## src/srd_pkg.sv

```systemverilog
// ----------------------------------------------------------------------------
// Silence region detector package
// Widths, register codes, reset values and shared types of the detector.
// ----------------------------------------------------------------------------
package srd_pkg;

    // Field and register widths.
    localparam int SAMPLE_BITS  = 24;
    localparam int INDEX_BITS   = 32;
    localparam int CFG_BITS     = 24;
    localparam int OUT_BITS     = 32;
    localparam int CFG_IDX_BITS = 2;

    // Compare widths that cover both operands.
    localparam int MAG_CMP_BITS = (SAMPLE_BITS > CFG_BITS) ? SAMPLE_BITS : CFG_BITS;
    localparam int LEN_CMP_BITS = (INDEX_BITS > CFG_BITS) ? INDEX_BITS : CFG_BITS;

    // Configuration register indexes.
    localparam logic [CFG_IDX_BITS-1:0] REG_SILENCE_LEVEL = CFG_IDX_BITS'(0);
    localparam logic [CFG_IDX_BITS-1:0] REG_MIN_RUN       = CFG_IDX_BITS'(1);

    // Register reset values: about -60 dBFS and 0.1 s at 48 kHz.
    localparam logic [CFG_BITS-1:0] SILENCE_LEVEL_RST = CFG_BITS'(8389);
    localparam logic [CFG_BITS-1:0] MIN_RUN_RST       = CFG_BITS'(4800);

    // Largest sample index; the counter saturates here.
    localparam logic [INDEX_BITS-1:0] INDEX_MAX = {INDEX_BITS{1'b1}};

    // One input item.
    typedef struct packed {
        logic signed [SAMPLE_BITS-1:0] sample;
        logic                          last_sample;
    } t_item;

    // One result item.
    typedef struct packed {
        logic [OUT_BITS-1:0] region_start;
        logic [OUT_BITS-1:0] region_end;
        logic [OUT_BITS-1:0] region_length;
        logic                ended_by_buffer_end;
    } t_result;

    // Configuration seen by the run tracker.
    typedef struct packed {
        logic [CFG_BITS-1:0] silence_level;
        logic [CFG_BITS-1:0] min_run_samples;
    } t_cfg;

endpackage

```

## src/srd_input_stage.sv

```systemverilog
// ----------------------------------------------------------------------------
// Silence region detector input stage
// Registers one incoming item and holds it until the tracker consumes it.
// ----------------------------------------------------------------------------
module srd_input_stage (
    input  logic          i_clk,
    input  logic          i_rst_n,
    input  logic          i_valid,
    output logic          o_ready,
    input  srd_pkg::t_item i_item,
    input  logic          i_advance,
    output logic          o_item_valid,
    output srd_pkg::t_item o_item
);

    logic           r_valid;
    srd_pkg::t_item r_item;
    logic           w_load;

    // The register frees up in the same cycle its item moves on.
    assign o_ready = !r_valid || i_advance;
    assign w_load  = i_valid && o_ready;

    // Valid flag of the held item.
    always_ff @(posedge i_clk) begin
        if (!i_rst_n) begin
            r_valid <= 1'b0;
        end else if (w_load) begin
            r_valid <= 1'b1;
        end else if (i_advance) begin
            r_valid <= 1'b0;
        end
    end

    // Payload needs no reset.
    always_ff @(posedge i_clk) begin
        if (w_load) begin
            r_item <= i_item;
        end
    end

    assign o_item_valid = r_valid;
    assign o_item       = r_item;

endmodule

```

## src/srd_run_tracker.sv

```systemverilog
// ----------------------------------------------------------------------------
// Silence region detector run tracker
// Classifies a sample, updates the run state and forms the result item.
// ----------------------------------------------------------------------------
module srd_run_tracker (
    input  logic             i_clk,
    input  logic             i_rst_n,
    input  srd_pkg::t_cfg    i_cfg,
    input  srd_pkg::t_item   i_item,
    input  logic             i_step,
    output logic             o_emit,
    output srd_pkg::t_result o_result
);

    logic                               r_inside;
    logic [srd_pkg::INDEX_BITS-1:0]     r_begin;
    logic [srd_pkg::INDEX_BITS-1:0]     r_index;
    logic                               n_inside;
    logic [srd_pkg::INDEX_BITS-1:0]     n_begin;
    logic [srd_pkg::INDEX_BITS-1:0]     n_index;

    logic [srd_pkg::SAMPLE_BITS-1:0]    w_raw;
    logic [srd_pkg::SAMPLE_BITS-1:0]    w_mag;
    logic                               w_silent;
    logic [srd_pkg::INDEX_BITS-1:0]     w_index_next;
    logic                               w_inside_upd;
    logic [srd_pkg::INDEX_BITS-1:0]     w_begin_upd;
    logic [srd_pkg::INDEX_BITS-1:0]     w_end;
    logic [srd_pkg::INDEX_BITS-1:0]     w_len;
    logic                               w_by_end;

    // Magnitude; the most negative sample negates to itself, which read
    // unsigned is exactly its magnitude.
    assign w_raw    = i_item.sample;
    assign w_mag    = w_raw[srd_pkg::SAMPLE_BITS-1] ? (~w_raw + 1'b1) : w_raw;
    assign w_silent = srd_pkg::MAG_CMP_BITS'(w_mag)
                    < srd_pkg::MAG_CMP_BITS'(i_cfg.silence_level);

    // Saturating index increment.
    assign w_index_next = (r_index == srd_pkg::INDEX_MAX) ? r_index : r_index + 1'b1;

    // Run update and result selection for the item at the tracker input.
    always_comb begin
        w_inside_upd = r_inside;
        w_begin_upd  = r_begin;
        w_end        = r_index;
        w_by_end     = 1'b0;
        o_emit       = 1'b0;
        n_inside     = r_inside;
        n_begin      = r_begin;
        n_index      = r_index;

        if (w_silent && !r_inside) begin
            // A silent run opens at this sample.
            w_inside_upd = 1'b1;
            w_begin_upd  = r_index;
        end else if (!w_silent && r_inside) begin
            // A loud sample closes the run.
            w_inside_upd = 1'b0;
            w_end        = r_index;
            o_emit       = srd_pkg::LEN_CMP_BITS'(r_index - r_begin)
                         > srd_pkg::LEN_CMP_BITS'(i_cfg.min_run_samples);
        end

        if (i_item.last_sample) begin
            // Buffer end closes a trailing run, then all state clears.
            if (w_inside_upd) begin
                w_end    = w_index_next;
                w_by_end = 1'b1;
                o_emit   = srd_pkg::LEN_CMP_BITS'(w_index_next - w_begin_upd)
                         > srd_pkg::LEN_CMP_BITS'(i_cfg.min_run_samples);
            end
            n_inside = 1'b0;
            n_begin  = '0;
            n_index  = '0;
        end else begin
            n_inside = w_inside_upd;
            n_begin  = w_begin_upd;
            n_index  = w_index_next;
        end
    end

    assign w_len = w_end - w_begin_upd;

    assign o_result.region_start        = srd_pkg::OUT_BITS'(w_begin_upd);
    assign o_result.region_end          = srd_pkg::OUT_BITS'(w_end);
    assign o_result.region_length       = srd_pkg::OUT_BITS'(w_len);
    assign o_result.ended_by_buffer_end = w_by_end;

    // Run state advances once per consumed item.
    always_ff @(posedge i_clk) begin
        if (!i_rst_n) begin
            r_inside <= 1'b0;
            r_begin  <= '0;
            r_index  <= '0;
        end else if (i_step) begin
            r_inside <= n_inside;
            r_begin  <= n_begin;
            r_index  <= n_index;
        end
    end

endmodule

```

## src/srd_result_reg.sv

```systemverilog
// ----------------------------------------------------------------------------
// Silence region detector result register
// Holds one result item until the receiver takes it.
// ----------------------------------------------------------------------------
module srd_result_reg (
    input  logic             i_clk,
    input  logic             i_rst_n,
    input  logic             i_load,
    input  srd_pkg::t_result i_result,
    input  logic             i_ready,
    output logic             o_valid,
    output srd_pkg::t_result o_result
);

    logic             r_valid;
    srd_pkg::t_result r_result;

    // Valid flag: set on load, cleared when the item is taken.
    always_ff @(posedge i_clk) begin
        if (!i_rst_n) begin
            r_valid <= 1'b0;
        end else if (i_load) begin
            r_valid <= 1'b1;
        end else if (i_ready) begin
            r_valid <= 1'b0;
        end
    end

    // Payload needs no reset.
    always_ff @(posedge i_clk) begin
        if (i_load) begin
            r_result <= i_result;
        end
    end

    assign o_valid  = r_valid;
    assign o_result = r_result;

endmodule

```

## src/silence_region_detector_unit.sv

```systemverilog
// ----------------------------------------------------------------------------
// Silence region detector
// Finds runs of quiet samples in a mono stream and reports long ones.
// ----------------------------------------------------------------------------
// Usage:
// Samples enter on the i_valid / o_ready channel, one signed Q1.23 sample per
// item with i_last_sample marking the final sample of a buffer. Each sample
// gives zero or one result item on the o_valid / i_ready channel: start,
// exclusive end and length of a silent run, plus a flag telling whether the
// buffer end closed it.
// An accepted item sits in the input register, and the run tracker writes its
// result into the result register as the item moves on.
// Throughput is one item per cycle; the single compare and index update
// between the input register and the result register set that figure.
// When the receiver stalls with a result pending, an item that would give a
// new result waits in the input register and o_ready drops; items that give
// no result keep flowing.
// Reset (synchronous, active low) clears the run state and both valid flags
// and restores silence_level to 8389 and min_run_samples to 4800.
// Registers are written through i_cfg_we / i_cfg_idx / i_cfg_wdata by the user
// only while the block is idle, which the block itself does not enforce;
// indexes beyond the list are ignored.
// ----------------------------------------------------------------------------
module silence_region_detector_unit (
    input  logic                                 i_clk,
    input  logic                                 i_rst_n,
    input  logic                                 i_cfg_we,
    input  logic [srd_pkg::CFG_IDX_BITS-1:0]     i_cfg_idx,
    input  logic [srd_pkg::CFG_BITS-1:0]         i_cfg_wdata,
    input  logic                                 i_valid,
    output logic                                 o_ready,
    input  logic signed [srd_pkg::SAMPLE_BITS-1:0] i_sample,
    input  logic                                 i_last_sample,
    output logic                                 o_valid,
    input  logic                                 i_ready,
    output logic [srd_pkg::OUT_BITS-1:0]         o_region_start,
    output logic [srd_pkg::OUT_BITS-1:0]         o_region_end,
    output logic [srd_pkg::OUT_BITS-1:0]         o_region_length,
    output logic                                 o_ended_by_buffer_end
);

    srd_pkg::t_cfg    r_cfg;
    srd_pkg::t_item   w_in_item;
    srd_pkg::t_item   w_held_item;
    logic             w_held_valid;
    logic             w_emit;
    logic             w_advance;
    srd_pkg::t_result w_result;
    srd_pkg::t_result w_out_result;

    // Configuration registers.
    always_ff @(posedge i_clk) begin
        if (!i_rst_n) begin
            r_cfg.silence_level   <= srd_pkg::SILENCE_LEVEL_RST;
            r_cfg.min_run_samples <= srd_pkg::MIN_RUN_RST;
        end else if (i_cfg_we) begin
            unique case (i_cfg_idx)
                srd_pkg::REG_SILENCE_LEVEL: r_cfg.silence_level   <= i_cfg_wdata;
                srd_pkg::REG_MIN_RUN:       r_cfg.min_run_samples <= i_cfg_wdata;
                default: ;
            endcase
        end
    end

    assign w_in_item.sample      = i_sample;
    assign w_in_item.last_sample = i_last_sample;

    // The held item moves on unless it has a result and the output is blocked.
    assign w_advance = w_held_valid && (!w_emit || !o_valid || i_ready);

    srd_input_stage u_input (
        .i_clk        (i_clk),
        .i_rst_n      (i_rst_n),
        .i_valid      (i_valid),
        .o_ready      (o_ready),
        .i_item       (w_in_item),
        .i_advance    (w_advance),
        .o_item_valid (w_held_valid),
        .o_item       (w_held_item)
    );

    srd_run_tracker u_tracker (
        .i_clk    (i_clk),
        .i_rst_n  (i_rst_n),
        .i_cfg    (r_cfg),
        .i_item   (w_held_item),
        .i_step   (w_advance),
        .o_emit   (w_emit),
        .o_result (w_result)
    );

    srd_result_reg u_result (
        .i_clk    (i_clk),
        .i_rst_n  (i_rst_n),
        .i_load   (w_advance && w_emit),
        .i_result (w_result),
        .i_ready  (i_ready),
        .o_valid  (o_valid),
        .o_result (w_out_result)
    );

    assign o_region_start        = w_out_result.region_start;
    assign o_region_end          = w_out_result.region_end;
    assign o_region_length       = w_out_result.region_length;
    assign o_ended_by_buffer_end = w_out_result.ended_by_buffer_end;

endmodule

```

## config.mk

```make
export PLATFORM = sky130hd
export DESIGN_NAME = silence_region_detector_unit
export DESIGN_NICKNAME = d
export VERILOG_FILES = /design/src/srd_pkg.sv /design/src/srd_input_stage.sv /design/src/srd_run_tracker.sv /design/src/srd_result_reg.sv /design/src/silence_region_detector_unit.sv
export SDC_FILE = /design/constraint.sdc
export NUM_CORES = 1
export LEC_CHECK = 0
export ABC_AREA = 1
export BUFFER_PORTS_ARGS = -buffer_cell sky130_fd_sc_hd__buf_2
export CAP_MARGIN = 20
export CORE_ASPECT_RATIO = 1.1
export CORE_UTILIZATION = 25
export DETAILED_ROUTE_END_ITERATION = 6
export GPL_ROUTABILITY_DRIVEN = 0
export MAX_ROUTING_LAYER = met4
export PLACE_DENSITY = 0.39
export SLEW_MARGIN = 20
export SYNTH_ARGS = -nofsm -noshare
export SYNTH_HDL_FRONTEND = slang
export SYNTH_SLANG_ARGS = --single-unit
```

## constraint.sdc

```tcl
create_clock -name i_clk -period 11.4 [get_ports i_clk]
set_clock_uncertainty 0.1 [all_clocks]
set_input_delay 1.71 -clock i_clk [delete_from_list [all_inputs] [get_ports i_clk]]
set_output_delay 1.71 -clock i_clk [all_outputs]
set_load 0.005 [all_outputs]
```

Yosys cells after proc, flatten, opt, wreduce, memory -nomap -nowiden
Cells that the tools add are included.
- $add $sub $neg: 5
- $lt $le $gt $ge: 3
- equal/unequal tests: 2
- muxes and demuxes: 19
- bitwise gates (word level): 1
- reduce and logical (&&, ||, !) cells: 18
- operators by type and width (operator ; number):
    two-way mux 32 bit ; 6
    subtractor 32 bit ; 3
    > comparator 32 x 24 -> 1 bit ; 2
    adder 32 x 1 -> 32 bit (second input constant) ; 1
    == test 32 bit (second input constant) ; 1
    adder 24 x 1 -> 24 bit (second input constant) ; 1
    < comparator 24 bit ; 1
    two-way mux 24 bit ; 1
    inverter 24 bit ; 1
    two-way mux 1 bit ; 12
    logical AND 1 bit ; 5
    zero test 1 bit ; 5
    AND reduction 2 bit ; 2
    nonzero test 2 bit ; 2
    logical OR 1 bit ; 3
    == test 2 x 1 -> 1 bit (second input constant) ; 1
    zero test 2 bit ; 1
- bits in registers: 237
- input port bits: 56
- output and inout port bits: 99

Logic depth before layout (Yosys ltp)
- depth in word-level cells: 17
- gate-level depth with buffers: 62

Cells and area by module
Synthesis repeated with hierarchy kept, for this count alone.
- cell total of the unflattened synthesis: 2412
- area total of the unflattened synthesis: 17490.5 um^2
- by module, submodules not included (module ; times used ; cells each ; area each (um^2) ; seq. area each (um^2)):
    srd_run_tracker ; 1 ; 1978 ; 11695.0 ; 1301.2
    srd_result_reg ; 1 ; 103 ; 2956.6 ; 2932.8
    silence_region_detector_unit ; 1 ; 299 ; 2037.0 ; 960.9
    srd_input_stage ; 1 ; 32 ; 802.0 ; 770.7

Worst setup path after synthesis
OpenSTA, ideal clock, no wires.
- path kind: reg-to-reg
- start: register u_input.r_item, in the netlist u_input.o_item[1]
- end: register u_result.r_result, in the netlist u_result.o_result[0] (enable)
- data arrival time: 8.560 ns
- path slack: 2.290 ns
- cell stages (with the launch flop): 57
- clock period less this slack: 9.110 ns
- path through: edfxtp_1 nor3_1 nand2_1 nor3_1 nand2_1 nor3_1 nand2_1 nor3_1 inv_1 nor2_1 nand3_1 nand2_1 o21ai_0 xor2_1 ha_1 nand2_1 nor2_2 nand2_1 (+21 left out) ha_1 nand4_1 nor4_1 nor3b_1 nand2_1 nand2_1 nand2_1 nor2_1 nand3_1 nor2_1 nand2_1 nand2_1 nand2_2 nand2_2 buf_4 buf_4 nand3_1 inv_1
- RTL lines (what ; line ; source):
    start: declaration ; srd_input_stage.sv:17 ; srd_pkg::t_item r_item;
    start signal: assignment ; srd_input_stage.sv:38 ; r_item <= i_item;
    end signal: assignment ; srd_result_reg.sv:32 ; r_result <= i_result;
    end: declaration ; srd_result_reg.sv:16 ; srd_pkg::t_result r_result;

Final worst setup path
- start: register u_input.r_item, in the netlist u_input.o_item[2]
- end: output o_ready
- word-level cells in the longest chain between the ends: 15
- RTL lines (what ; line ; source):
    inverter 24 bit ; srd_run_tracker.sv:35 ; assign w_mag = w_raw[srd_pkg::SAMPLE_BITS-1] ? (~w_raw + 1'b1) : w_raw;
    adder 24 x 1 -> 24 bit ; srd_run_tracker.sv:35 ;
    two-way mux 24 bit * ; srd_run_tracker.sv:35 ;
    < comparator 24 bit * ; srd_run_tracker.sv:37 ; < srd_pkg::MAG_CMP_BITS'(i_cfg.silence_level);
    logical AND 1 bit or zero test 1 bit (tied branches) ; srd_run_tracker.sv:53, srd_run_tracker.sv:57 ;
    two-way mux 32 bit or logical AND 1 bit (tied branches) ; srd_run_tracker.sv:53, srd_run_tracker.sv:57 ;
    subtractor 32 bit or two-way mux 1 bit (tied branches) ; srd_run_tracker.sv:70, srd_run_tracker.sv:57 ;
    > comparator 32 x 24 -> 1 bit or two-way mux 1 bit (tied branches) ; srd_run_tracker.sv:71, srd_run_tracker.sv:53 ;
    two-way mux 1 bit ; srd_run_tracker.sv:67 ; if (w_inside_upd) begin
    two-way mux 1 bit * ; srd_run_tracker.sv:65 ; if (i_item.last_sample) begin
    zero test 1 bit * ; silence_region_detector_unit.sv:69 ; assign w_advance = w_held_valid && (!w_emit || !o_valid || i_ready);
    logical OR 1 bit * (2 in a row) ; silence_region_detector_unit.sv:69 ;
    logical AND 1 bit * ; silence_region_detector_unit.sv:69 ;
    logical OR 1 bit * ; srd_input_stage.sv:21 ; assign o_ready = !r_valid || i_advance;
    end: declaration ; silence_region_detector_unit.sv:31 ; output logic o_ready,
Mark *: on every way between the ends. The rest lies on a longest branch, timed or not.

==> metrics.md <==
| Metric | Value |
|---|---|
| CP peak stage delay | `0.54 ns` |
| Adder-cell share of the synthesized area | `11.7%` |
| Clk Latency, worst-skew pair | `0.61 ns` |
| Number of max-cap violations | `0` |
| Mean post-synth cell area | `7.34 um2` |
| Detailed placement HPWL | `48.9 mm` |
| Die area | `70,900 um2` |
| Post-synthesis xor/xnor area fraction | `6.42%` |
| Filler cells | `7,570` |
| Cts bufs inserted | `30` |
| GRT Overall Usage | `17.6%` |
| Critical path required time | `9.59 ns` |
| Post-synthesis simple-gate area fraction | `24.5%` |
| H-tree levels | `1` |
| Initial antenna violation count | `1` |
| Row Count | `101` |
| Unique masters post-synth | `51` |
| Post-layout util | `29.4%` |
| Non-filler cells, final | `3,465` |
| Fin crit share | `90.5%` |
| Final wirelength | `61.2 mm` |
| Vias in the first global route | `16,000` |
| Most frequent cell after synthesis | `nand2_1` |
| Resized cells post-CTS | `0` |
| Placed instance count | `3,408` |
| Complex-gate fraction of the synthesized area | `15.1%` |
| Post-synthesis mux area share | `0%` |
| Root Driver | `clkbuf_16` |
| DRC Markers | `0` |
| Pre-Repair DR Iteration Count | `5` |
| Leakage | `9.13 nW` |
| Worst hold-check path type | `reg -> reg` |
| Sequential fraction of the synthesis area | `34.2%` |
| Final Hold Fails | `0` |
| #FFs+latches synth | `237` |
| Syn_nets | `2,595` |
| Pwr dens | `174 nW/um2` |
| Yosys warnings | `0` |
| Status | `finished clean` |
| Max-slew violation count | `0` |
| Setup crit start kind | `flop` |
| Clk buf depth | `3` |
| Grt total ovfl | `0` |
| Most instantiated cells after synthesis | `nand2_1 (534), inv_1 (277), a21oi_1 (239)` |
| RSZ-0062 raised after global routing | `no` |
| Die W | `254 um` |
| Synth top area share | `21.0%` |
| P&R area growth vs syn | `16.0%` |
| Ranking of synthesized cells by area | `edfxtp_1 (21%), dfxtp_1 (13%), nand2_1 (11%), ha_1 (11%), a21oi_1 (6.9%)` |
| CP most frequent cell | `nand2_1` |
| Top_reg_cell synth | `edfxtp_1` |
| Synth Cell Area | `17,500 um2` |
| Pin count of the biggest net entering global routing | `119` |
| Number of synthesized flops with an enable pin | `122` |
| Fmax | `97.0 MHz` |
| Crit path time final | `10.31 ns` |
| Overall Power | `3.52 mW` |
| Ys async rst share | `0%` |
| Post-CTS Setup Repair Bufs | `0` |
| Slowest-stage cell, CP | `o21ai_0` |
| Kind of end point of the critical path | `primary output` |
| TNS Setup | `0 ns` |
| Worst slew pin tran | `0.980 ns` |
| Number of top-level pins | `155` |
| Core ar. | `69,000 um2` |
| Final Setup Violations | `0` |
| Final net count | `2,731` |
| CTS Sinks | `237` |
| Slew HR | `34.7%` |
| Antenna viol nets, final | `0` |
| Cells after synthesis | `2,378` |
| Via density | `4.70` |
| Total number of vias | `16,300` |
| Avg WL per Cell | `17.7 um` |
| Cell taking the most area after synthesis | `edfxtp_1` |
| Largest family of logic cells by synthesized area | `simple AND/OR/NAND/NOR gates` |
| WHS | `0.361 ns` |
| Global-route wire length before repair | `93.6 mm` |
| DIE HEIGHT | `279 um` |
| Layout cells sized above 1 | `11.1%` |
| CP Max Fanout | `55` |
| Cts hold-fix bufs | `0` |
| Initial DRC count | `1,188` |
| Crit Path Class | `reg -> out` |
| Critical path arrival | `8.50 ns` |
| Port Buffer Count | `154` |
| VDD IR-drop max | `0.129 mV` |
| Clock transition at the registers of the reported paths | `0.06 ns` |
| CTS tree | `yes` |
| Starting Density | `25.3%` |
## report_power, final
| group | internal (mW) | total (mW) | switching [mW] |
|---|---|---|---|
| logic | 0.521 | 1.54 | 1.02 |
| registers | 0.992 | 1.03 | 0.0410 |
| clock network | 0.530 | 0.944 | 0.414 |
## final timing paths
check,cells after the start,from,end,slack [ns]
max,46,u_input.o_item[2]$_DFFE_PP_,o_ready,1.09
min,2,r_cfg[39]$_SDFFE_PN0P_,r_cfg[39]$_SDFFE_PN0P_,0.36
max reg2reg,47,u_input.o_item[2]$_DFFE_PP_,u_result.o_result[16]$_DFFE_PP_,2.04
min reg2reg,2,r_cfg[39]$_SDFFE_PN0P_,r_cfg[39]$_SDFFE_PN0P_,0.36
## cells in the final DEF, fill, tap and decap left out, types with 14 or more instances in the layout
cell type,n
nand2_2,20
nor2_1,221
o21ai_1,15
ha_1,158
dfxtp_1,114
clkbuf_16,30
edfxtp_1,122
inv_1,274
buf_2,153
xor2_1,98
nand2_1,534
a21oi_1,239
nand3_1,125
xnor2_1,30
buf_4,17
o21a_1,14
a31oi_1,19
nand4_1,36
o21ai_0,132
nor3_1,37
## cell families after synthesis
group	Yosys count
adders and majority gates	161
and+or+nand+nor	1012
DFF	237
buffers and inverters	361
AOI/OAI and AO/OA	479
xor gates and xnor gates	128
## layer usage
| layer | wire [um] | part of all wire, % | up-vias | GRT usage (%) |
|---|---|---|---|---|
| met2 | 28000 | 46 | 435 | 28.6 |
| met4 | 1290 | 2.1 | 0 | 4.02 |
| met5 | 0 | 0 | - | - |
| met3 | 2960 | 4.8 | 77 | 1.94 |
| li1 | - | - | 8255 | - |
| met1 | 29000 | 47 | 7522 | 23.2 |
## state kept, by name, indices dropped and copies added, names as in the netlist
register              flops
u_tracker.r_begin        32
r_cfg                    48
u_tracker.r_inside        1
u_input.o_item           25
u_result.o_valid          1
u_tracker.r_index        32
u_result.o_result        97
u_input.o_item_valid      1
## final cells by class
type	instances	area [um2]	share of cell area, %
Antenna cell	1	2.50	0.0124
Sequential cell	237	5970	29.5
Clock inverter	24	210	1.04
Multi-Input combinational cell	1780	10100	49.8
Timing Repair Buffer	173	961	4.74
Tap cell	927	1160	5.73
Inverter	292	1110	5.48
Clock buffer	31	754	3.72
## per-stage QoR
stage	setup WS, ns	instance area, um2
after global placement	1.25	19200
after global routing	0.00566	20300
after floorplan	2.29	17500
final	1.09	20300
after CTS	0.551	20200
after detailed placement	1.23	19200
## critical path: cells and delay by family (launching register included)
| kind | cells | cell delay [ns] |
|---|---|---|
| fa+ha+maj | 3 | 0.99 |
| compound gates | 6 | 1.44 |
| xor+xnor | 2 | 0.28 |
| flops | 1 | 0.40 |
| simple gates | 31 | 4.23 |
| buf+inv | 4 | 0.50 |
(Power assumes the default switching activity.)
